==> config.mk <==
export PLATFORM = sky130hd
export DESIGN_NAME = mb_lbp_node_evaluator_top
export DESIGN_NICKNAME = d
export VERILOG_FILES = /design/src/sv/mbl_pkg.sv /design/src/sv/mb_lbp_node_evaluator_top.sv /design/src/sv/mbl_lane.sv /design/src/sv/mbl_merge.sv
export SDC_FILE = /design/constraint.sdc
export NUM_CORES = 2
export LEC_CHECK = 0
export ABC_AREA = 0
export BUFFER_PORTS_ARGS = -buffer_cell sky130_fd_sc_hd__buf_2
export CAP_MARGIN = 20
export CORE_ASPECT_RATIO = 1.25
export CORE_UTILIZATION = 50
export DETAILED_ROUTE_END_ITERATION = 10
export GPL_TIMING_DRIVEN = 0
export MAX_ROUTING_LAYER = met4
export PLACE_DENSITY = 0.71
export SETUP_SLACK_MARGIN = 0.1
export SYNTH_ARGS = -nofsm -noshare
export SYNTH_HDL_FRONTEND = slang
export SYNTH_SLANG_ARGS = --single-unit
==> constraint.sdc <==
create_clock -name clk -period 19.7 [get_ports clk]
set_input_delay 1.97 -clock clk [delete_from_list [all_inputs] [get_ports clk]]
set_output_delay 1.97 -clock clk [all_outputs]
set_load 0.02 [all_outputs]
==> src/sv/mbl_pkg.sv <==
// ----------------------------------------------------------------------------
// mbl_pkg
// shared types, constants and the code-bit table of the node evaluator
// ----------------------------------------------------------------------------
package mbl_pkg;

  localparam int CORNER_W      = 32;
  localparam int NUM_CORNERS   = 16;
  localparam int NUM_BLOCKS    = 9;
  localparam int CENTRE_BLOCK  = 4;
  localparam int GRID_COLS     = 3;
  localparam int CORNER_COLS   = 4;
  localparam int CODE_SIGN_BIT = 31;
  localparam int CODE_W        = 8;
  localparam int MAP_W         = 256;
  localparam int IN_DATA_W     = 768;
  localparam int OUT_DATA_W    = 16;
  localparam int MAP_LSB       = NUM_CORNERS * CORNER_W;

  typedef logic [CORNER_W-1:0]               word_t;
  typedef logic [NUM_BLOCKS-1:0][CORNER_W-1:0] block_sums_t;
  typedef logic [CODE_W-1:0]                 code_t;
  typedef logic [MAP_W-1:0]                  code_map_t;

  // pipeline load strobes handed to the merge stage
  typedef struct packed {
    logic load_code;
    logic load_out;
  } mbl_ctrl_t;

  // code bit driven by each block, centre block has none
  function automatic logic [2:0] code_bit(input int blk);
    logic [2:0] pos;
    case (blk)
      0:       pos = 3'd7;
      1:       pos = 3'd6;
      2:       pos = 3'd5;
      3:       pos = 3'd0;
      5:       pos = 3'd4;
      6:       pos = 3'd1;
      7:       pos = 3'd2;
      8:       pos = 3'd3;
      default: pos = 3'd0;
    endcase
    return pos;
  endfunction

endpackage

==> src/sv/mb_lbp_node_evaluator_top.sv <==
// ----------------------------------------------------------------------------
// mb_lbp_node_evaluator_top
// multi-block lbp tree node evaluator, one node per transaction
// ----------------------------------------------------------------------------
// Each input transaction carries the sixteen integral-image corners of a 3x3
// block grid and the node's 256-bit code map; each output transaction carries
// the 8-bit pattern code and the first-child flag. The block takes one
// transaction every clock cycle unless the output stalls, and returns its
// result through three register stages: nine block-sum lanes, the merge
// into the pattern code, and the code-map bit lookup into the output register.
// Every stage has its own valid bit and a stage loads whenever it is empty or
// its successor moves, so a stalled output only backs up as far as it must.
module mb_lbp_node_evaluator_top (
  input  logic                             clk,
  input  logic                             rst,
  // corner_pair_0..7 [511:0], code_map_0..3 [767:512]
  input  logic [mbl_pkg::IN_DATA_W-1:0]    s_tdata,
  input  logic                             s_tvalid,
  output logic                             s_tready,
  // pattern_code [7:0], take_first_child [8], zero [15:9]
  output logic [mbl_pkg::OUT_DATA_W-1:0]   m_tdata,
  output logic                             m_tvalid,
  input  logic                             m_tready
);
  import mbl_pkg::*;

  // stage valids: sums, code, output
  logic        sum_valid;
  logic        code_valid;
  logic        sum_ready;
  logic        code_ready;
  logic        out_ready;
  mbl_ctrl_t   ctrl;
  block_sums_t sums;
  code_map_t   map_s1;
  code_t       pattern_code;
  logic        take_first_child;

  // per-stage ready chain
  assign out_ready  = !m_tvalid || m_tready;
  assign code_ready = !code_valid || out_ready;
  assign sum_ready  = !sum_valid || code_ready;
  assign s_tready   = sum_ready;

  assign ctrl.load_code = code_ready;
  assign ctrl.load_out  = out_ready;

  // one lane per 3x3 block, corner i sits at s_tdata[32*i +: 32]
  for (genvar k = 0; k < NUM_BLOCKS; k++) begin : g_lane
    localparam int TL = CORNER_COLS * (k / GRID_COLS) + (k % GRID_COLS);
    localparam int BL = TL + CORNER_COLS;
    mbl_lane u_lane (
      .clk  (clk),
      .load (sum_ready),
      .tl   (s_tdata[CORNER_W*TL +: CORNER_W]),
      .tr   (s_tdata[CORNER_W*(TL+1) +: CORNER_W]),
      .bl   (s_tdata[CORNER_W*BL +: CORNER_W]),
      .br   (s_tdata[CORNER_W*(BL+1) +: CORNER_W]),
      .sum  (sums[k])
    );
  end

  // code map travels alongside the lane sums
  always_ff @(posedge clk) begin
    if (sum_ready) begin
      map_s1 <= s_tdata[MAP_LSB +: MAP_W];
    end
  end

  mbl_merge u_merge (
    .clk              (clk),
    .ctrl             (ctrl),
    .sums             (sums),
    .code_map         (map_s1),
    .pattern_code     (pattern_code),
    .take_first_child (take_first_child)
  );

  // valid pipeline
  always_ff @(posedge clk) begin
    if (rst) begin
      sum_valid  <= 1'b0;
      code_valid <= 1'b0;
      m_tvalid   <= 1'b0;
    end else begin
      if (sum_ready) begin
        sum_valid <= s_tvalid;
      end
      if (code_ready) begin
        code_valid <= sum_valid;
      end
      if (out_ready) begin
        m_tvalid <= code_valid;
      end
    end
  end

  assign m_tdata = {{(OUT_DATA_W-CODE_W-1){1'b0}}, take_first_child, pattern_code};

`ifndef SYNTHESIS
  // accepted transaction lands in the lane stage
  a_accept_loads: assert property (@(posedge clk) disable iff (rst)
    s_tvalid && s_tready |=> sum_valid)
    else $error("accepted transaction missing from lane stage");

  // a blocked lane stage keeps its transaction
  a_sum_held: assert property (@(posedge clk) disable iff (rst)
    sum_valid && !code_ready |=> sum_valid)
    else $error("lane stage dropped a transaction");

  // a code waiting over an empty output register moves on
  a_code_moves: assert property (@(posedge clk) disable iff (rst)
    code_valid && !m_tvalid |=> m_tvalid)
    else $error("code stage failed to advance");

  // empty output register never blocks input
  a_no_false_stall: assert property (@(posedge clk) disable iff (rst)
    !m_tvalid |-> s_tready)
    else $error("input stalled with empty output");
`endif

endmodule

==> src/sv/mbl_lane.sv <==
// ----------------------------------------------------------------------------
// mbl_lane
// one block lane: block sum from four integral-image corners, registered
// ----------------------------------------------------------------------------
module mbl_lane (
  input  logic          clk,
  input  logic          load,
  input  mbl_pkg::word_t tl,
  input  mbl_pkg::word_t tr,
  input  mbl_pkg::word_t bl,
  input  mbl_pkg::word_t br,
  output mbl_pkg::word_t sum
);
  import mbl_pkg::*;

  // wrapping 32-bit area sum
  always_ff @(posedge clk) begin
    if (load) begin
      sum <= tl - tr - bl + br;
    end
  end

endmodule

==> src/sv/mbl_merge.sv <==
// ----------------------------------------------------------------------------
// mbl_merge
// merges lane sums into the pattern code, then looks up the code map bit
// ----------------------------------------------------------------------------
module mbl_merge (
  input  logic                   clk,
  input  mbl_pkg::mbl_ctrl_t     ctrl,
  input  mbl_pkg::block_sums_t   sums,
  input  mbl_pkg::code_map_t     code_map,
  output mbl_pkg::code_t         pattern_code,
  output logic                   take_first_child
);
  import mbl_pkg::*;

  code_t     code_comb;
  code_t     code_q;
  code_map_t map_q;
  word_t     diff [NUM_BLOCKS];

  // outer block minus centre, sign clear sets the code bit
  always_comb begin
    code_comb = '0;
    for (int k = 0; k < NUM_BLOCKS; k++) begin
      diff[k] = sums[k] - sums[CENTRE_BLOCK];
      if (k != CENTRE_BLOCK) begin
        code_comb[code_bit(k)] = ~diff[k][CODE_SIGN_BIT];
      end
    end
  end

  always_ff @(posedge clk) begin
    if (ctrl.load_code) begin
      code_q <= code_comb;
      map_q  <= code_map;
    end
    if (ctrl.load_out) begin
      pattern_code     <= code_q;
      take_first_child <= map_q[code_q];
    end
  end

endmodule

; Word level (Yosys, flattened, before mapping)
; Index checks and enable logic that the tools add are counted.
[classes]
magnitude_cmp = 1
muxes = 2
addsub = 35
n_bitwise = 8
n_reduce_logical = 6
[op_table]
columns = cell, count
row1 = $sub 32x32->32, 26
row2 = $add 32x32->32, 9
row3 = $lt 8x9->1 const B, 1
row4 = $bmux 1 s8, 1
row5 = $not 1->1, 8
row6 = $logic_not 1->1, 3
row7 = $logic_or 1x1->1, 3
row8 = $mux 1, 1
[totals]
wordCells = 69
regBits = 820
out_inout_bits = 18
in_bits = 772

; Longest topological paths before layout
[logic_depth]
ltp_word = 4
ltp_mapped = 17
mapped_depth_nobuf = 17

; Cells and area by module
; Synthesis repeated with hierarchy kept, for this count alone.
[unflattened]
cells_unflattened = 5542
hier_area_um2 = 63298.2
[modules_own_cells]
columns = module, n_inst, seq_area_each_um2, cells_each, area_each_um2
row1 = mbl_lane at g_lane[0].u_lane ..., 4, 960.9, 455, 4409.2
row2 = mbl_merge, 1, 8197.9, 1126, 15757.6
row3 = mbl_lane at g_lane[6].u_lane ..., 2, 960.9, 448, 4317.9
row4 = mb_lbp_node_evaluator_top, 1, 7747.4, 277, 7860.0
row5 = mbl_lane at g_lane[8].u_lane, 1, 960.9, 491, 4599.4
row6 = mbl_lane at g_lane[5].u_lane, 1, 960.9, 469, 4410.5
row7 = mbl_lane at g_lane[4].u_lane, 1, 960.9, 463, 4398.0

; Least setup slack after synthesis
; Ideal clock, no wire load.
[synth_path]
path_type = input port to output port
from = in m_tready
to = out s_tready
required_ns = 17.730
path_slack_ns = 4.053
arrival_ns = 13.677
cell_stages = 3
path_cell_list = nor2b_1 -> and2_1 -> nand2_1
[synth_between]
elab_chain_cells = 3
[synth_lines]
columns = element, line
row1 = start: declaration, mb_lbp_node_evaluator_top.sv:23  ; input logic m_tready
row2 = $logic_or 1x1->1, mb_lbp_node_evaluator_top.sv:40  ; assign out_ready = !m_tvalid || m_tready;
row3 = $logic_or 1x1->1, mb_lbp_node_evaluator_top.sv:41  ; assign code_ready = !code_valid || out_ready;
row4 = $logic_or 1x1->1, mb_lbp_node_evaluator_top.sv:42  ; assign sum_ready = !sum_valid || code_ready;
row5 = end: declaration, mb_lbp_node_evaluator_top.sv:19  ; output logic s_tready,
; No other way between the ends.

; Worst setup path in the final report
[layout_path]
from = in s_tdata[192] (netlist name)
to = reg g_lane[4].u_lane.sum[30] (data pin)
[layout_between]
elab_chain_cells = 3
[layout_lines]
columns = element, line
row1 = start: declaration, mb_lbp_node_evaluator_top.sv:17  ; input logic [mbl_pkg::IN_DATA_W-1:0] s_tdata,
row2 = $sub 32x32->32 (2 in series), mbl_lane.sv:19  ; sum <= tl - tr - bl + br;
row3 = $add 32x32->32, mbl_lane.sv:19
row4 = end signal: assignment, mbl_lane.sv:19
row5 = end: declaration, mbl_lane.sv:12  ; output mbl_pkg::word_t sum
; No other way between the ends.
; A chain may end at the register's enable or synchronous reset.

==> insert_results.sql <==
INSERT INTO impl_metrics (metric_group, metric, value, unit) VALUES
('outcome', 'status', 'completed', ''),
('place', 'placement_cell_area', '67200', 'um2'),
('clocking', 'post-cts-setup-buffer-count', '0', ''),
('worst_setup_path', 'worstSetupEndpointType', 'flip-flop', ''),
('worst_setup_path', 'cp_slowest_stage_delay', '0.75', 'ns'),
('sta', 'drv_slew', '0', ''),
('synth', 'postSynth.asyncResetShare', '0', '%'),
('clocking', 'clk_pin_slew', '0.06', 'ns'),
('floorplan', 'die-area', '123000', 'um2'),
('clocking', 'cts_resized', '0', ''),
('routing', 'route.final.wire_length', '192', 'mm'),
('grt', 'track_usage', '32.3', '%'),
('worst_setup_path', 'timing.critical_path.arrival', '7.10', 'ns'),
('place', 'port-buffer-count', '782', ''),
('cells_and_area', 'layout-area-overhead-vs-synth', '15.3', '%'),
('floorplan', 'num_rows', '142', ''),
('synth', 'yosysSeqAreaShare', '40.4', '%'),
('power_and_ir_drop', 'max-vdd-ir-drop', '0.0703', 'mV'),
('synth', 'synth_cell_types', '75', ''),
('routing', 'post-route-drc-count', '0', ''),
('cells_and_area', 'post-route-cell-area', '70200', 'um2'),
('worst_setup_path', 'category_of_the_critical_setup_timing_path', 'primary input to flip-flop', ''),
('worst_setup_path', 'critical_path.slowest_cell', 'o21ai_0', ''),
('clocking', 'cts_hold_buffers', '0', ''),
('floorplan', 'floorplan.initialDensity', '50.6', '%'),
('clocking', 'clock_tree.root_cell', 'clkbuf_16', ''),
('sta', 'fin_crit', '6.64', 'ns'),
('power_and_ir_drop', 'power.density_cell_area', '128', 'nW/um2'),
('routing', 'first_pass_iteration_count_of_the_detailed_router', '8', ''),
('clocking', 'cts.htree.levels', '3', ''),
('sta', 'timing.hold.ws', '0.393', 'ns'),
('grt', 'first_global_vias', '43700', ''),
('sta', 'achievable-frequency', '150', 'MHz'),
('power_and_ir_drop', 'power_leakage', '0.0329', 'uW'),
('clocking', 'tritoncts', 'done', ''),
('clocking', 'tritoncts.num_buffers', '85', ''),
('worst_hold_path', 'hold_path.class', 'flip-flop to flip-flop', ''),
('sta', 'timing_hold_violations_final', '0', ''),
('sta', 'timing.final.crit_share', '33.7', '%'),
('synth', 'post_synth.cell_area_avg', '12.0', 'um2'),
('clocking', 'cts-root-to-sink-buffers', '3', ''),
('floorplan', 'floorplan.die.height', '392', 'um'),
('synth', 'yosysWarningCount', '0', ''),
('cells_and_area', 'final_layout_size_suffix_gt1_share', '17.4', '%'),
('flow_run', 'maxCapViolCount', '0', ''),
('sta', 'timing_worst_slew_pin_value', '1.16', 'ns'),
('sta', 'report.final.setup_viol', '0', ''),
('worst_setup_path', 'start_kind', 'primary input', ''),
('worst_setup_path', 'timing.critical_path.fanout_max', '4', ''),
('synth', 'synth.ff_latch_count', '820', ''),
('floorplan', 'core', '120000', 'um2'),
('cells_and_area', 'seq_area', '24600', 'um2'),
('cells_and_area', 'finalNetCount', '7822', ''),
('synth', 'post_synth_inst_count', '5066', ''),
('sta', 'max_slew_headroom_at_the_worst_pin', '22.6', '%'),
('cells_and_area', 'multi_input_area', '31900', 'um2'),
('synth', 'synth_area', '60800', 'um2'),
('clocking', 'clk-insertion-delay-late', '0.72', 'ns'),
('synth', 'synth_edf_count', '817', ''),
('sta', 'fin_tns_setup', '0', 'ns'),
('clocking', 'tritoncts_num_sinks', '820', ''),
('grt', 'largest_net_degree_at_the_start_of_global_routing', '119', ''),
('grt', 'grt_pass1_wl', '276', 'mm'),
('routing', 'dr.first_iter.drc_count', '3532', ''),
('worst_setup_path', 'crit_chain', 'buf_2 > inv_1 > fa_1 > inv_1 > fa_1 > inv_1 > ha_1 > inv_1 > fa_1 > nor2b_1 > o31a_1 > o21a_1 > o211ai_1 > a21oi_1 > a32oi_1 > o21ai_0 > a211oi_1 > xnor2_1', ''),
('worst_setup_path', 'crit_required', '20.15', 'ns'),
('sta', 'rsz0062_at_grt', 'no', ''),
('place', 'finalWeightedCongestion', '1.01', ''),
('worst_setup_path', 'critPathMostFrequentCell', 'inv_1', ''),
('sta', 'fin_skew', '0.0420', 'ns'),
('floorplan', 'die_w', '314', 'um'),
('power_and_ir_drop', 'finalPower', '8970', 'uW'),
('cells_and_area', 'layout.filler_cells', '9878', ''),
('place', 'dp_hpwl', '161', 'mm'),
('routing', 'detailroute.via_count', '42500', ''),
('cells_and_area', 'finalCoreUtilization', '58.3', '%'),
('grt', 'total_gr_overflow', '0', ''),
('synth', 'synth_ff_type', 'edfxtp_1', ''),
('routing', 'drtAntennaViolNets', '0', ''),
('floorplan', 'num_io_pins', '790', ''),
('routing', 'wl_per_cell', '25.1', 'um'),
('grt', 'grt_antenna_before_repair', '62', ''),
('routing', 'routed_via_density', '5.54', '');
## synth_stat cells, drive strengths merged (8+ instances only)
cell type / instances / area (um2)
a2111oi: 14 / 124
a211o: 11 / 96.3
a211oi: 47 / 353
a21boi: 12 / 90.1
a21o: 180 / 1350
a21oi: 285 / 1430
a221o: 8 / 80.1
a221oi: 11 / 96.3
a31oi: 24 / 150
and2: 12 / 75.1
and3: 24 / 150
and4: 8 / 70.1
buf: 20 / 131
clkbuf: 33 / 124
edfxtp: 817 / 24500
fa: 558 / 11200
ha: 528 / 6610
inv: 1099 / 4130
mux4: 85 / 1910
nand2: 142 / 533
nand2b: 47 / 294
nand3: 48 / 240
nand4: 57 / 357
nor2: 175 / 657
nor2b: 48 / 300
nor3: 52 / 260
o211ai: 31 / 233
o21a: 55 / 413
o21ai: 160 / 801
o21bai: 28 / 210
o31a: 11 / 96.3
o31ai: 23 / 173
or3: 13 / 81.3
xnor2: 217 / 1900
xor2: 75 / 657
## critical path: cells and delay by family
kind                     cells  cell delay, ns
AO/OA/AOI/OAI                7            2.64
XOR/XNOR                     1            0.17
adder cells (fa/ha/maj)      4            1.62
buffers and inverters        5            0.49
AND/OR/NAND/NOR              1            0.18
## cell type report
cell class	instances	share of cell area (%)
Sequential cell	820	35.1
Clock inverter	49	0.931
Buffer	53	0.364
Antenna cell	54	0.193
Timing Repair Buffer	805	6.14
Multi-Input combinational cell	3100	45.5
Clock buffer	104	3.13
Inverter	1099	5.89
Tap cell	1584	2.82
## metrics by stage
stage,setup WS (ns),std cells
final,13.06,7668
after CTS,13.19,7614
after global placement,-3.41,7438
after detailed placement,12.45,7461
after floorplan,4.05,5072
after global routing,12.98,7656
## registers in the layout (all words and copies together), names as in the netlist
name	cells
u_merge.code_q	8
m_tvalid	1
u_merge.pattern_code	8
code_valid	1
map_s1	256
u_merge.take_first_child	1
sum_valid	1
g_lane.u_lane.sum	288
u_merge.map_q	256
## where the power goes
part	leakage, uW	switching, uW	internal [uW]	total [uW]
clock network	0.00135	751	917	1670
registers	0.00866	144	2480	2620
logic	0.0228	2760	1920	4680
total	0.0329	3660	5310	8970
## path summary, 6_finish.rpt
kind              slack [ns]                            endpoint                               from  depth (start not counted)
hold / removal          0.39        u_merge.map_q[219]$_DFFE_PP_              map_s1[219]$_DFFE_PP_                          0
setup / recovery       13.06  g_lane[4].u_lane.sum[30]$_DFFE_PP_                       s_tdata[192]                         18
setup reg to reg       15.17         u_merge.code_q[1]$_DFFE_PP_  g_lane[4].u_lane.sum[1]$_DFFE_PP_                         10
hold reg to reg         0.39        u_merge.map_q[219]$_DFFE_PP_              map_s1[219]$_DFFE_PP_                          0
## cells in the final DEF, fill, tap and decap left out, types with 52 or more instances in the layout
master / synthesis / layout
clkbuf_1: 33 / 52
nand2_1: 142 / 141
o21ai_0: 155 / 155
inv_1: 1099 / 1098
nor2_1: 175 / 175
xor2_1: 75 / 75
edfxtp_1: 817 / 817
ha_1: 528 / 528
xnor2_1: 217 / 217
nor3_1: 52 / 52
nand4_1: 57 / 57
a21oi_1: 283 / 283
diode_2: 0 / 54
o21a_1: 55 / 55
clkbuf_16: 0 / 85
buf_2: 0 / 783
fa_1: 558 / 558
a21o_1: 180 / 180
mux4_2: 85 / 85
## logic make-up after synthesis
logic type	Yosys count	share of synthesized area, %
AO/OA/AOI/OAI	968	10.4
adder cells (fa/ha/maj)	1086	29.2
multiplexers	89	3.21
AND/OR/NAND/NOR	658	5.35
buffers and inverters	1152	7.20
XOR/XNOR	292	4.20
flip-flops	820	40.4
other	1	0.00616
## layer usage
layer / wire length, um / up-vias / part of all wire, % / track usage [%]
li1: - / 19300 / - / -
met1: 71300 / 20900 / 37 / 36.7
met2: 94800 / 1773 / 49 / 53.2
met3: 12700 / 497 / 6.6 / 5.29
met4: 13500 / 0 / 7.0 / 20.1
met5: 0 / - / 0 / -
Power figures use the tool's default switching activity.
